`src/hdl/rational_arith_unit_core_assert.svh`:
```
// ----------------------------------------------------------------------------
// Assertion macros for the rational arithmetic unit
// Each macro expands to a labeled concurrent assertion in simulation only.
// ----------------------------------------------------------------------------
`ifndef RATIONAL_ARITH_UNIT_CORE_ASSERT_SVH
`define RATIONAL_ARITH_UNIT_CORE_ASSERT_SVH
`ifndef SYNTHESIS
`define RAU_ASSERT_IMP(lbl, clk, rst_n, ante, cons) \
    lbl: assert property (@(posedge clk) disable iff (!rst_n) (ante) |-> (cons)) \
        else $error("assertion failed");
`define RAU_ASSERT_NXT(lbl, clk, rst_n, ante, cons) \
    lbl: assert property (@(posedge clk) disable iff (!rst_n) (ante) |=> (cons)) \
        else $error("assertion failed");
`else
`define RAU_ASSERT_IMP(lbl, clk, rst_n, ante, cons)
`define RAU_ASSERT_NXT(lbl, clk, rst_n, ante, cons)
`endif
`endif

```
`src/hdl/rau_pkg.sv`:
```
// ----------------------------------------------------------------------------
// rau_pkg
// Shared constants for the rational arithmetic unit.
// ----------------------------------------------------------------------------
`timescale 1ns / 1ps
package rau_pkg;
    localparam int OPERAND_WIDTH = 16;
    localparam int REQ_W = 3;
    localparam int RES_NUM_W = 33;
    localparam int RES_DEN_W = 31;
    localparam logic [2:0] OP_ADD = 3'd0;
    localparam logic [2:0] OP_SUB = 3'd1;
    localparam logic [2:0] OP_MUL = 3'd2;
    localparam logic [2:0] OP_DIV = 3'd3;
    localparam logic [2:0] OP_RCP = 3'd4;
    localparam logic [2:0] OP_SQR = 3'd5;
endpackage

```
`src/hdl/rational_arith_unit_core.sv`:
```
// ----------------------------------------------------------------------------
// rational_arith_unit_core
// Signed fraction add/sub/mul/div/reciprocal/square with GCD reduction.
// ----------------------------------------------------------------------------
// channel  dir  fields (tdata low bit up)
// s_axis   in   tuser=req_type; tdata=a_num,a_den,b_num,b_den
// m_axis   out  tdata=res_num,res_den,status,result_zero,operands_equal
//
// Steps: accept, the multiply states MUL1 and MUL2 on one shared multiplier, a combine
// state (the same multiplier forms ad*bd there for add/subtract). A shared
// restoring divider (1 quotient bit per cycle, 2W+1 bits) then runs k Euclidean
// remainder steps and the two reducing divisions (k up to about 46 for W=16).
// An error skips the divider and goes from the combine state to the output.
// Reset: synchronous active low, clears control and output valid.
// Stalls: input is ready only when idle; a waiting result holds the output
// register, the next item may run meanwhile and waits for it to free.
// ----------------------------------------------------------------------------
`timescale 1ns / 1ps
`include "rational_arith_unit_core_assert.svh"
module rational_arith_unit_core #(
    parameter int OPERAND_WIDTH = rau_pkg::OPERAND_WIDTH
) (
    input  logic                       i_clk,
    input  logic                       i_rst_n,
    input  logic                       s_axis_tvalid,
    output logic                       s_axis_tready,
    input  logic [4*OPERAND_WIDTH-1:0] s_axis_tdata,  // a_num, a_den, b_num, b_den
    input  logic [2:0]                 s_axis_tuser,  // req_type
    output logic                       m_axis_tvalid,
    input  logic                       m_axis_tready,
    output logic [71:0]                m_axis_tdata   // res_num, res_den, status,
                                                      // result_zero, operands_equal, pad
);
    localparam int W  = OPERAND_WIDTH;
    localparam int PW = 2 * W + 1;            // raw magnitude width
    localparam int CW = $clog2(PW + 1);
    localparam int RES_NUM_W_L = rau_pkg::RES_NUM_W;

    localparam logic [2:0] S_IDLE = 3'd0;
    localparam logic [2:0] S_MUL1 = 3'd1;
    localparam logic [2:0] S_MUL2 = 3'd2;
    localparam logic [2:0] S_COMB = 3'd3;
    localparam logic [2:0] S_GCD  = 3'd4;
    localparam logic [2:0] S_DVN  = 3'd5;
    localparam logic [2:0] S_DVD  = 3'd6;
    localparam logic [2:0] S_OUT  = 3'd7;

    logic [2:0]    r_state;
    logic [2:0]    r_op;
    logic [W-1:0]  r_an, r_ad, r_bn, r_bd;
    logic          r_ann, r_adn, r_bnn, r_bdn;
    logic          r_eq, r_err;
    logic [2*W-1:0] r_p0, r_p1;
    logic          r_p0n, r_p1n;
    logic [PW-1:0] r_nm, r_dm, r_gx, r_gy;
    logic          r_nneg;
    // divider
    logic [PW-1:0] r_rem, r_quo, r_dvs;
    logic [CW-1:0] r_cnt;
    logic          r_dbusy;
    logic [PW-1:0] r_nq;
    logic          r_ovld;
    logic [RES_NUM_W_L-1:0] r_onum;
    logic [rau_pkg::RES_DEN_W-1:0] r_oden;
    logic r_ost, r_oz, r_oeq;

    // sign/magnitude of inputs
    function automatic logic [W-1:0] f_mag(input logic [W-1:0] v);
        return v[W-1] ? (~v + 1'b1) : v;
    endfunction

    logic [W-1:0] w_in [4];
    always_comb begin
        for (int k = 0; k < 4; k++) w_in[k] = s_axis_tdata[k*W +: W];
    end

    // shared multiplier operand select; the combine cycle forms ad*bd
    logic [W-1:0] w_ma, w_mb;
    always_comb begin
        w_ma = r_ad; w_mb = r_bd;
        if (r_state == S_MUL1) begin
            unique case (r_op)
                rau_pkg::OP_MUL: begin w_ma = r_an; w_mb = r_bn; end
                rau_pkg::OP_SQR: begin w_ma = r_an; w_mb = r_an; end
                default:         begin w_ma = r_an; w_mb = r_bd; end
            endcase
        end else if (r_state == S_MUL2) begin
            unique case (r_op)
                rau_pkg::OP_ADD, rau_pkg::OP_SUB: begin w_ma = r_bn; w_mb = r_ad; end
                rau_pkg::OP_DIV: begin w_ma = r_ad; w_mb = r_bn; end
                rau_pkg::OP_SQR: begin w_ma = r_ad; w_mb = r_ad; end
                default:         begin w_ma = r_ad; w_mb = r_bd; end
            endcase
        end
    end
    logic [2*W-1:0] w_prod;
    assign w_prod = w_ma * w_mb;

    // restoring divide step
    logic [PW:0]   w_trial;
    logic [PW-1:0] w_shr;
    assign w_shr   = {r_rem[PW-2:0], r_quo[PW-1]};
    assign w_trial = {1'b0, w_shr} - {1'b0, r_dvs};

    logic [PW-1:0] w_nquo_bit;
    assign w_nquo_bit = {r_quo[PW-2:0], ~w_trial[PW]};

    logic [PW:0] w_sum;
    logic [PW-1:0] w_am, w_bm;
    logic w_as, w_bs;
    always_comb begin
        w_am = {1'b0, r_p0};
        w_bm = {1'b0, r_p1};
        w_as = r_p0n;
        w_bs = r_p1n ^ (r_op == rau_pkg::OP_SUB);
        w_sum = (w_as == w_bs) ? {1'b0, w_am} + {1'b0, w_bm}
              : ({1'b0, w_am} - {1'b0, w_bm});
    end

    assign s_axis_tready = (r_state == S_IDLE);

    always_ff @(posedge i_clk) begin
        if (!i_rst_n) begin
            r_state <= S_IDLE;
            r_ovld  <= 1'b0;
            r_dbusy <= 1'b0;
        end else begin
            if (m_axis_tvalid && m_axis_tready) r_ovld <= 1'b0;
            unique case (r_state)
                S_IDLE: if (s_axis_tvalid && s_axis_tready) begin
                    r_op  <= s_axis_tuser;
                    r_an  <= f_mag(w_in[0]); r_ann <= w_in[0][W-1];
                    r_ad  <= f_mag(w_in[1]); r_adn <= w_in[1][W-1];
                    r_bn  <= f_mag(w_in[2]); r_bnn <= w_in[2][W-1];
                    r_bd  <= f_mag(w_in[3]); r_bdn <= w_in[3][W-1];
                    r_eq  <= (w_in[0] == w_in[2]) && (w_in[1] == w_in[3]);
                    r_err <= (w_in[1] == '0) || (s_axis_tuser > rau_pkg::OP_SQR) ||
                             ((s_axis_tuser <= rau_pkg::OP_DIV) && (w_in[3] == '0)) ||
                             ((s_axis_tuser == rau_pkg::OP_DIV) && (w_in[2] == '0)) ||
                             ((s_axis_tuser == rau_pkg::OP_RCP) && (w_in[0] == '0));
                    r_state <= S_MUL1;
                end
                S_MUL1: begin
                    r_p0 <= w_prod;
                    r_p0n <= (r_op == rau_pkg::OP_MUL) ? r_ann ^ r_bnn
                           : (r_op == rau_pkg::OP_SQR) ? 1'b0 : r_ann ^ r_bdn;
                    r_state <= S_MUL2;
                end
                S_MUL2: begin
                    r_p1 <= w_prod;
                    r_p1n <= (r_op == rau_pkg::OP_DIV) ? r_adn ^ r_bnn
                           : (r_op == rau_pkg::OP_SQR) ? 1'b0
                           : (r_op <= rau_pkg::OP_SUB) ? r_bnn ^ r_adn : r_adn ^ r_bdn;
                    r_state <= S_COMB;
                end
                S_COMB: begin
                    // numerator and denominator magnitudes
                    if (r_op <= rau_pkg::OP_SUB) begin
                        // signed sum of the cross products; ad*bd on the multiplier
                        r_nm <= w_sum[PW] ? (~w_sum[PW-1:0] + 1'b1) : w_sum[PW-1:0];
                        r_dm <= {1'b0, w_prod};
                        r_nneg <= (w_sum[PW] ? w_bs : w_as) ^ r_adn ^ r_bdn;
                    end else if (r_op == rau_pkg::OP_RCP) begin
                        r_nm <= {{(PW-W){1'b0}}, r_ad};
                        r_dm <= {{(PW-W){1'b0}}, r_an};
                        r_nneg <= r_adn ^ r_ann;
                    end else begin
                        r_nm <= {1'b0, r_p0};
                        r_dm <= {1'b0, r_p1};
                        r_nneg <= r_p0n ^ r_p1n;
                    end
                    r_state <= r_err ? S_OUT : S_GCD;
                    r_gx <= '0; r_gy <= '0;
                end
                S_GCD: begin
                    if (!r_dbusy) begin
                        if (r_gx == '0 && r_gy == '0) begin
                            r_gx <= r_nm; r_gy <= r_dm;
                        end else if (r_gy == '0) begin
                            // gcd in r_gx; divide numerator
                            r_rem <= '0; r_quo <= r_nm; r_dvs <= r_gx;
                            r_cnt <= '0; r_dbusy <= 1'b1; r_state <= S_DVN;
                        end else begin
                            r_rem <= '0; r_quo <= r_gx; r_dvs <= r_gy;
                            r_cnt <= '0; r_dbusy <= 1'b1;
                        end
                    end else begin
                        r_rem <= w_trial[PW] ? w_shr : w_trial[PW-1:0];
                        r_quo <= w_nquo_bit;
                        r_cnt <= r_cnt + 1'b1;
                        if (r_cnt == CW'(PW-1)) begin
                            r_dbusy <= 1'b0;
                            r_gx <= r_gy;
                            r_gy <= w_trial[PW] ? w_shr : w_trial[PW-1:0];
                        end
                    end
                end
                S_DVN, S_DVD: begin
                    if (!r_dbusy) begin
                        r_rem <= '0; r_quo <= r_dm; r_dvs <= r_gx;
                        r_cnt <= '0; r_dbusy <= 1'b1;
                    end else begin
                        r_rem <= w_trial[PW] ? w_shr : w_trial[PW-1:0];
                        r_quo <= w_nquo_bit;
                        r_cnt <= r_cnt + 1'b1;
                        if (r_cnt == CW'(PW-1)) begin
                            r_dbusy <= 1'b0;
                            if (r_state == S_DVN) begin
                                r_nq <= w_nquo_bit;
                                r_state <= S_DVD;
                            end else begin
                                r_dm <= w_nquo_bit;
                                r_state <= S_OUT;
                            end
                        end
                    end
                end
                S_OUT: if (!r_ovld) begin
                    r_ovld <= 1'b1;
                    r_oeq <= r_eq;
                    if (r_err) begin
                        r_onum <= '0; r_oden <= '0; r_ost <= 1'b1; r_oz <= 1'b0;
                    end else begin
                        r_ost <= 1'b0;
                        r_oz <= (r_nq == '0);
                        // negate at the full field width
                        r_onum <= (r_nneg && r_nq != '0)
                                ? (~RES_NUM_W_L'(r_nq) + 1'b1) : RES_NUM_W_L'(r_nq);
                        r_oden <= rau_pkg::RES_DEN_W'(r_dm);
                    end
                    r_state <= S_IDLE;
                end
                default: r_state <= S_IDLE;
            endcase
        end
    end

    assign m_axis_tvalid = r_ovld;
    assign m_axis_tdata  = {5'd0, r_oeq, r_oz, r_ost, r_oden, r_onum};

    `RAU_ASSERT_NXT(a_acc_busy, i_clk, i_rst_n, s_axis_tvalid && s_axis_tready, !s_axis_tready)
    `RAU_ASSERT_IMP(a_err_zero, i_clk, i_rst_n, r_ovld && r_ost, r_oden == '0 && !r_oz)
    `RAU_ASSERT_IMP(a_ok_den, i_clk, i_rst_n, r_ovld && !r_ost, r_oden != '0)
endmodule
```
`config.mk`:
```
export PLATFORM = sky130hd
export DESIGN_NAME = rational_arith_unit_core
export DESIGN_NICKNAME = d
export VERILOG_FILES = /design/src/hdl/rau_pkg.sv /design/src/hdl/rational_arith_unit_core.sv
export VERILOG_INCLUDE_DIRS = /design/src /design/src/hdl
export SDC_FILE = /design/constraint.sdc
export NUM_CORES = 2
export LEC_CHECK = 0
export CAP_MARGIN = 15
export CORE_MARGIN = 2
export CORE_UTILIZATION = 30
export DETAILED_ROUTE_END_ITERATION = 8
export DONT_BUFFER_PORTS = 1
export GPL_TIMING_DRIVEN = 0
export SYNTH_ARGS = -nofsm -noshare
export SYNTH_HDL_FRONTEND = slang
export SYNTH_SLANG_ARGS = --single-unit
```
`constraint.sdc`:
```
create_clock -name i_clk -period 11.55 [get_ports i_clk]
set_input_delay 0.5775 -clock i_clk [delete_from_list [all_inputs] [get_ports i_clk]]
set_output_delay 0.5775 -clock i_clk [all_outputs]
set_load 0.02 [all_outputs]
```
Word level (Yosys, flattened, before mapping) --
Cells that the tools add are included. W data, S select, Z words.
Cells by class: add/subtract/negate cells 10, multipliers 1, $lt $le $gt $ge 3, eq/ne operators 30, mux-type cells 76, bitwise operators 17, reductions and logical operators 39
Operators with widths (number):
- $mux W33 | 21
- $pmux W33 S2 | 5
- $mux W32 | 6
- $logic_not A33 Y1 | 3
- $mux W16 | 5
- $add A33 B1 Y33 const B | 2
- $not A33 Y33 | 2
- $add A16 B1 Y16 const B | 4
- $logic_not A16 Y1 | 4
- $not A16 Y16 | 4
- $pmux W16 S2 | 2
- $pmux W32 S2 | 1
- $mux W15 | 4
- $mux W34 | 1
- $sub A33 B33 Y34 | 1
- $add A32 B32 Y33 | 1
- $reduce_bool A33 Y1 | 1
- $sub A32 B32 Y33 | 1
- $eq A16 B16 Y1 | 2
- $mul A16 B16 Y32 | 1
- $eq A3 B3 Y1 const B | 7
- $mux W3 | 7
- $pmux W3 S7 | 1
- $mux W6 | 3
- other kinds (28) | 87
Word-level totals: register bits 481, bits of input ports 71, output and inout port bits 74, word-level logic and storage cells 213

Longest topological paths before layout --
word-level depth 8, gate-level depth with buffers 36, mapped depth without buffers 33

Worst setup path before layout --
No wires, ideal clock.
kind reg-to-reg, start register r_op[0], end register r_p0[31], data pin, setup time 275 ps, arrival time 8363 ps, required time 11275 ps, slack 2912 ps, stages on the path, launching flop included 37, path buffers 4, period minus slack after synthesis 8638 ps, path through edfxtp_1 > inv_1 > nor2_1 > and2_1 > clkbuf_1 > o21ai_1 > nand2_1 > clkbuf_1 > nor2_1 > nor3_1 > clkbuf_1 > nand2_1 > fa_1 > inv_1 > fa_1 > inv_1 > fa_1 > inv_1 > fa_1 > fa_1 > inv_1 > fa_1 > inv_1 > ha_1 > clkbuf_1 > a21o_1 > a21o_1 > a2111oi_0 > o22ai_1 > o21ba_2 > o21ai_1 > a221oi_1 > a2111oi_0 > o21ai_0 > nand2b_1 > a21oi_1 > xor2_1
On the way: longest elaborated chain between the ends 6, elaborated cells between the ends (all ways) 15, those cells by class 1 x mul; 4 x eq/ne; 7 x mux; 3 x reduce/logical
RTL lines:
- from (decl) | line rational_arith_unit_core.sv:49 | logic [2:0] r_op;
- from (signal assigned) | line rational_arith_unit_core.sv:131 | r_op <= s_axis_tuser;
- $eq A3 B1 Y1 (tied with other cells) | line rational_arith_unit_core.sv:88 | unique case (r_op)
- $reduce_or A3 Y1 (no source line) / $reduce_or A2 Y1 (equally long branches)
- $pmux W16 S2 / $mux W16 (equally long branches) | line rational_arith_unit_core.sv:88
- $mux W16 | line rational_arith_unit_core.sv:87 | end else if (r_state == S_MUL2) begin
- $mux W16 | line rational_arith_unit_core.sv:81 | if (r_state == S_MUL1) begin
- $mul A16 B16 Y32 (*) | line rational_arith_unit_core.sv:97 | assign w_prod = w_ma * w_mb;
- net w_prod[31] | line rational_arith_unit_core.sv:96 | logic [2*W-1:0] w_prod;
- to (signal assigned) | line rational_arith_unit_core.sv:144 | r_p0 <= w_prod;
- to (decl) | line rational_arith_unit_core.sv:53 | logic [2*W-1:0] r_p0, r_p1;
Mark *: on every way through the listed nets, which the timed path passes. The rest lies on a longest branch. A chain may end at the register's enable or synchronous reset.

Worst setup path in the final report --
start register r_state[1], end register r_dm[29], data pin
On the way: longest elaborated chain between the ends 6, elaborated cells between the ends (all ways) 13, those cells by class 1 x mul; 5 x eq/ne; 6 x mux; 1 x reduce/logical
RTL lines:
- from (decl) | line rational_arith_unit_core.sv:48 | logic [2:0] r_state;
- from (signal assigned) | line rational_arith_unit_core.sv:172 | r_state <= r_err ? S_OUT : S_GCD;
- $eq A3 B2 Y1 | line rational_arith_unit_core.sv:87
- $mux W16 | line rational_arith_unit_core.sv:87
- $mux W16 | line rational_arith_unit_core.sv:81
- $mul A16 B16 Y32 (*) | line rational_arith_unit_core.sv:97
- net w_prod[29] | line rational_arith_unit_core.sv:96
- $mux W32 (*) | line rational_arith_unit_core.sv:158 | if (r_op <= rau_pkg::OP_SUB) begin
- $pmux W33 S2 (*) | line rational_arith_unit_core.sv:129 | unique case (r_state)
- to (signal assigned) | line rational_arith_unit_core.sv:161 | r_dm <= {1'b0, w_prod};
- to (signal assigned) | line rational_arith_unit_core.sv:165 | r_dm <= {{(PW-W){1'b0}}, r_an};
- to (signal assigned) | line rational_arith_unit_core.sv:169 | r_dm <= {1'b0, r_p1};
- to (decl) | line rational_arith_unit_core.sv:55 | logic [PW-1:0] r_nm, r_dm, r_gx, r_gy;
Marks and branches as above.

==> impl_metrics.yaml <==
worst_setup_path:
  crit_start: "r_state[1]"
  crit_path_max_incr_delay_ps: 630
  cp_max_fo: 10
  cp.required_ps: 12010
  r2r-start: "r_state[1]"
  reg2reg_depth: 35
  cp_num_cells: 35
  rrSetupSlack_ps: 760
  endpoint_kind: "flop"
  rr_endpoint: "r_dm[29]"
  cp-start-kind: "flop"
  cp-endpoint: "r_dm[29]"
  timing.critical_path.buf_inv: 10
  worstPathArrival_ps: 11250
  crit_family: "adder cells"
  critical_path_class: "flop to flop"
  slowest_stage: "a2111oi_1"
status:
  status: "finished, violations left"
  violations: "design-rule violations"
clock_tree:
  post_cts_resized: 0
  clock_sinks: 481
  root_buffer: "clkbuf_16"
  clk_path_buf_depth: 3
  postCtsHoldBufs: 0
  cts_tree: "yes"
  clkSlewWorstSetupHoldPaths_ps: 60
  htree_levels: 2
  post_cts_buffers: 0
  cts_buffers: 53
  insertion_delay_ps: 640
yosys:
  synth_top_area_share_pct: 38.2
  yosysUniqueCellTypes: 89
  syn-cell-area_um2: 37400
  synth_seq_cells: 481
  synthCells: 3884
  ys_top_cells_by_area: "edfxtp_1 38%, fa_1 11%, ha_1 7.0%, nor2_1 4.5%, nand2_1 4.0%"
  ys.warnings.count: 0
  synth_area_per_cell_um2: 9.64
  synth_edf_count: 476
  ys.flop_type: "edfxtp_1"
  ys_seq_area_share_pct: 38.5
  synthArstFlopShare_pct: 0
  yosys.area.top_type: "edfxtp_1"
floorplan:
  fp.dieW_um: 357
  io-pin-count: 145
  design.die.area_um2: 128000
  initial_utilization_pct: 30.2
  die_h_um: 357
  core_area_um2: 124000
  rows: 129
placement:
  place_congestion: 0.963
  dpl.hpwl_mm: 107
  dp.cells: 5555
  portBuffers: 0
timing:
  hold_violations: 0
  min_period_ps: 10790
  relSlewSlack_pct: 11.4
  rsz0062_at_grt: "no"
  setup_viol: 0
  drv_slew: 0
  fin_worst_skew_ps: 31.3
  post-route-period-util_pct: 93.4
  setup-tns-final_ps: 0
  worst_pin_slew_ps: 1320
  holdWs_ps: 33.3
  clock.fmax_mhz: 92.7
job:
  maxCapViolCount: 0
drt:
  first_pass_iters: 7
  via_per_inst: 5.34
  antenna_left: 0
  drc: 16
  wire_per_inst_um: 23.2
  drt_wl_total_mm: 131
  vias: 30300
  first_iter_violations: 2952
finish:
  finish.utilization_pct: 33.8
  layout.nets: 4456
  syn2layout_area_growth_pct: 11.7
  final_common_cell: "edfxtp_1"
  fin_cells: 5662
  final_cell_mix: "476 x edfxtp_1, 446 x nor2_1, 398 x nand2_1"
  drive_gt1_share_pct: 6.07
grt:
  grt_pass1_wl_mm: 194
  track_usage_pct: 20.2
  grt_pass1_vias: 29900
  antenna_found_initial: 9
  overflow: 0
  grt_start_max_net_pins: 73
worst_hold_path:
  holdCritPathClass: "primary input to flop"
==> registers in the layout, summed over array words and instances (netlist names), 31 cells and up <==
signal and cells:
r_dvs 33, r_nm 33, r_rem 32, r_p0 32
r_gy 33, r_quo 33, r_gx 33, r_p1 32
r_oden 31, r_nq 33, r_onum 33, r_dm 33
==> worst reg2reg max path, delay by kind of cell, from the launching register on <==
family / cells / cell delay, ps
AOI/OAI and AO/OA: 8 / 2400
xor gates and xnor gates: 1 / 450
adders and majority gates: 7 / 3330
buffers and inverters: 10 / 1840
DFF: 1 / 290
and+or+nand+nor: 9 / 2310
==> Yosys cell counts (all sizes together) (18+ instances only) <==
library cell,instances
a21o,36
mux2,33
fa,197
nor3,71
or3,21
xor2,84
and3,20
nor2,449
o21a,31
o211ai,22
ha,210
mux2i,104
nand4,22
xnor2,147
nand2b,34
inv,361
a221oi,26
nor4,51
buf,41
or2,18
o31ai,31
a31oi,40
clkbuf,150
nand3,38
and2,18
a21oi,270
edfxtp,476
nand2,398
nor2b,60
o21ai,222
==> area by class of cell <==
| type | instances | area, um2 |
|---|---|---|
| antenna | 3 | 7.51 |
| fill | 12700 | 82000 |
| clock buffer | 58 | 1350 |
| multi-input combinational | 2854 | 21000 |
| clock inverter | 41 | 500 |
| tap | 1637 | 2050 |
| inverter | 362 | 1360 |
| timing repair buffer | 35 | 407 |
| buffer | 191 | 776 |
| sequential | 481 | 14400 |
==> cell families (layout without fill, tap and decap cells) <==
kind of cell    Yosys count  count (layout)  share of synthesized area (%)
fa+ha+maj               407             407                           17.6
flops                   481             481                           38.5
other cells               1               8                         0.0100
mux                     137             137                           3.77
simple gates           1230            1230                           14.8
compound gates          844             844                           14.3
xor+xnor                231             231                           5.41
buf+inv                 553             687                           5.70
==> layer usage <==
metal | track usage (%) | routed length [um]
met4 | 8.02 | 6100
met2 | 33.6 | 60800
met5 | 0 | 31
met1 | 26.0 | 54300
met3 | 3.59 | 10100
==> per-stage QoR <==
stage                     cell area, um2  setup WS (ps)
final                              41800            760
after global placement             39500            345
after floorplan                    37400           2910
after detailed placement           39900            220
after CTS                          41800            159
after global routing               41800            157
==> worst min-delay path by stage <==
stage / endpoint / slack [ps] / startpoint / depth (start not counted)
3_5_place_dp: r_oeq / 410 / r_eq / 0
2_1_floorplan: r_oeq / 400 / r_eq / 0
5_1_grt: m_axis_tvalid / 20 / m_axis_tready / 1
6_report: m_axis_tvalid / 30 / m_axis_tready / 1
3_3_place_gp: r_oeq / 410 / r_eq / 0
4_1_cts: m_axis_tvalid / 7 / m_axis_tready / 1
Power is not shown: default switching activity piles up to over one toggle a cycle in this logic, so the estimate is an artifact.
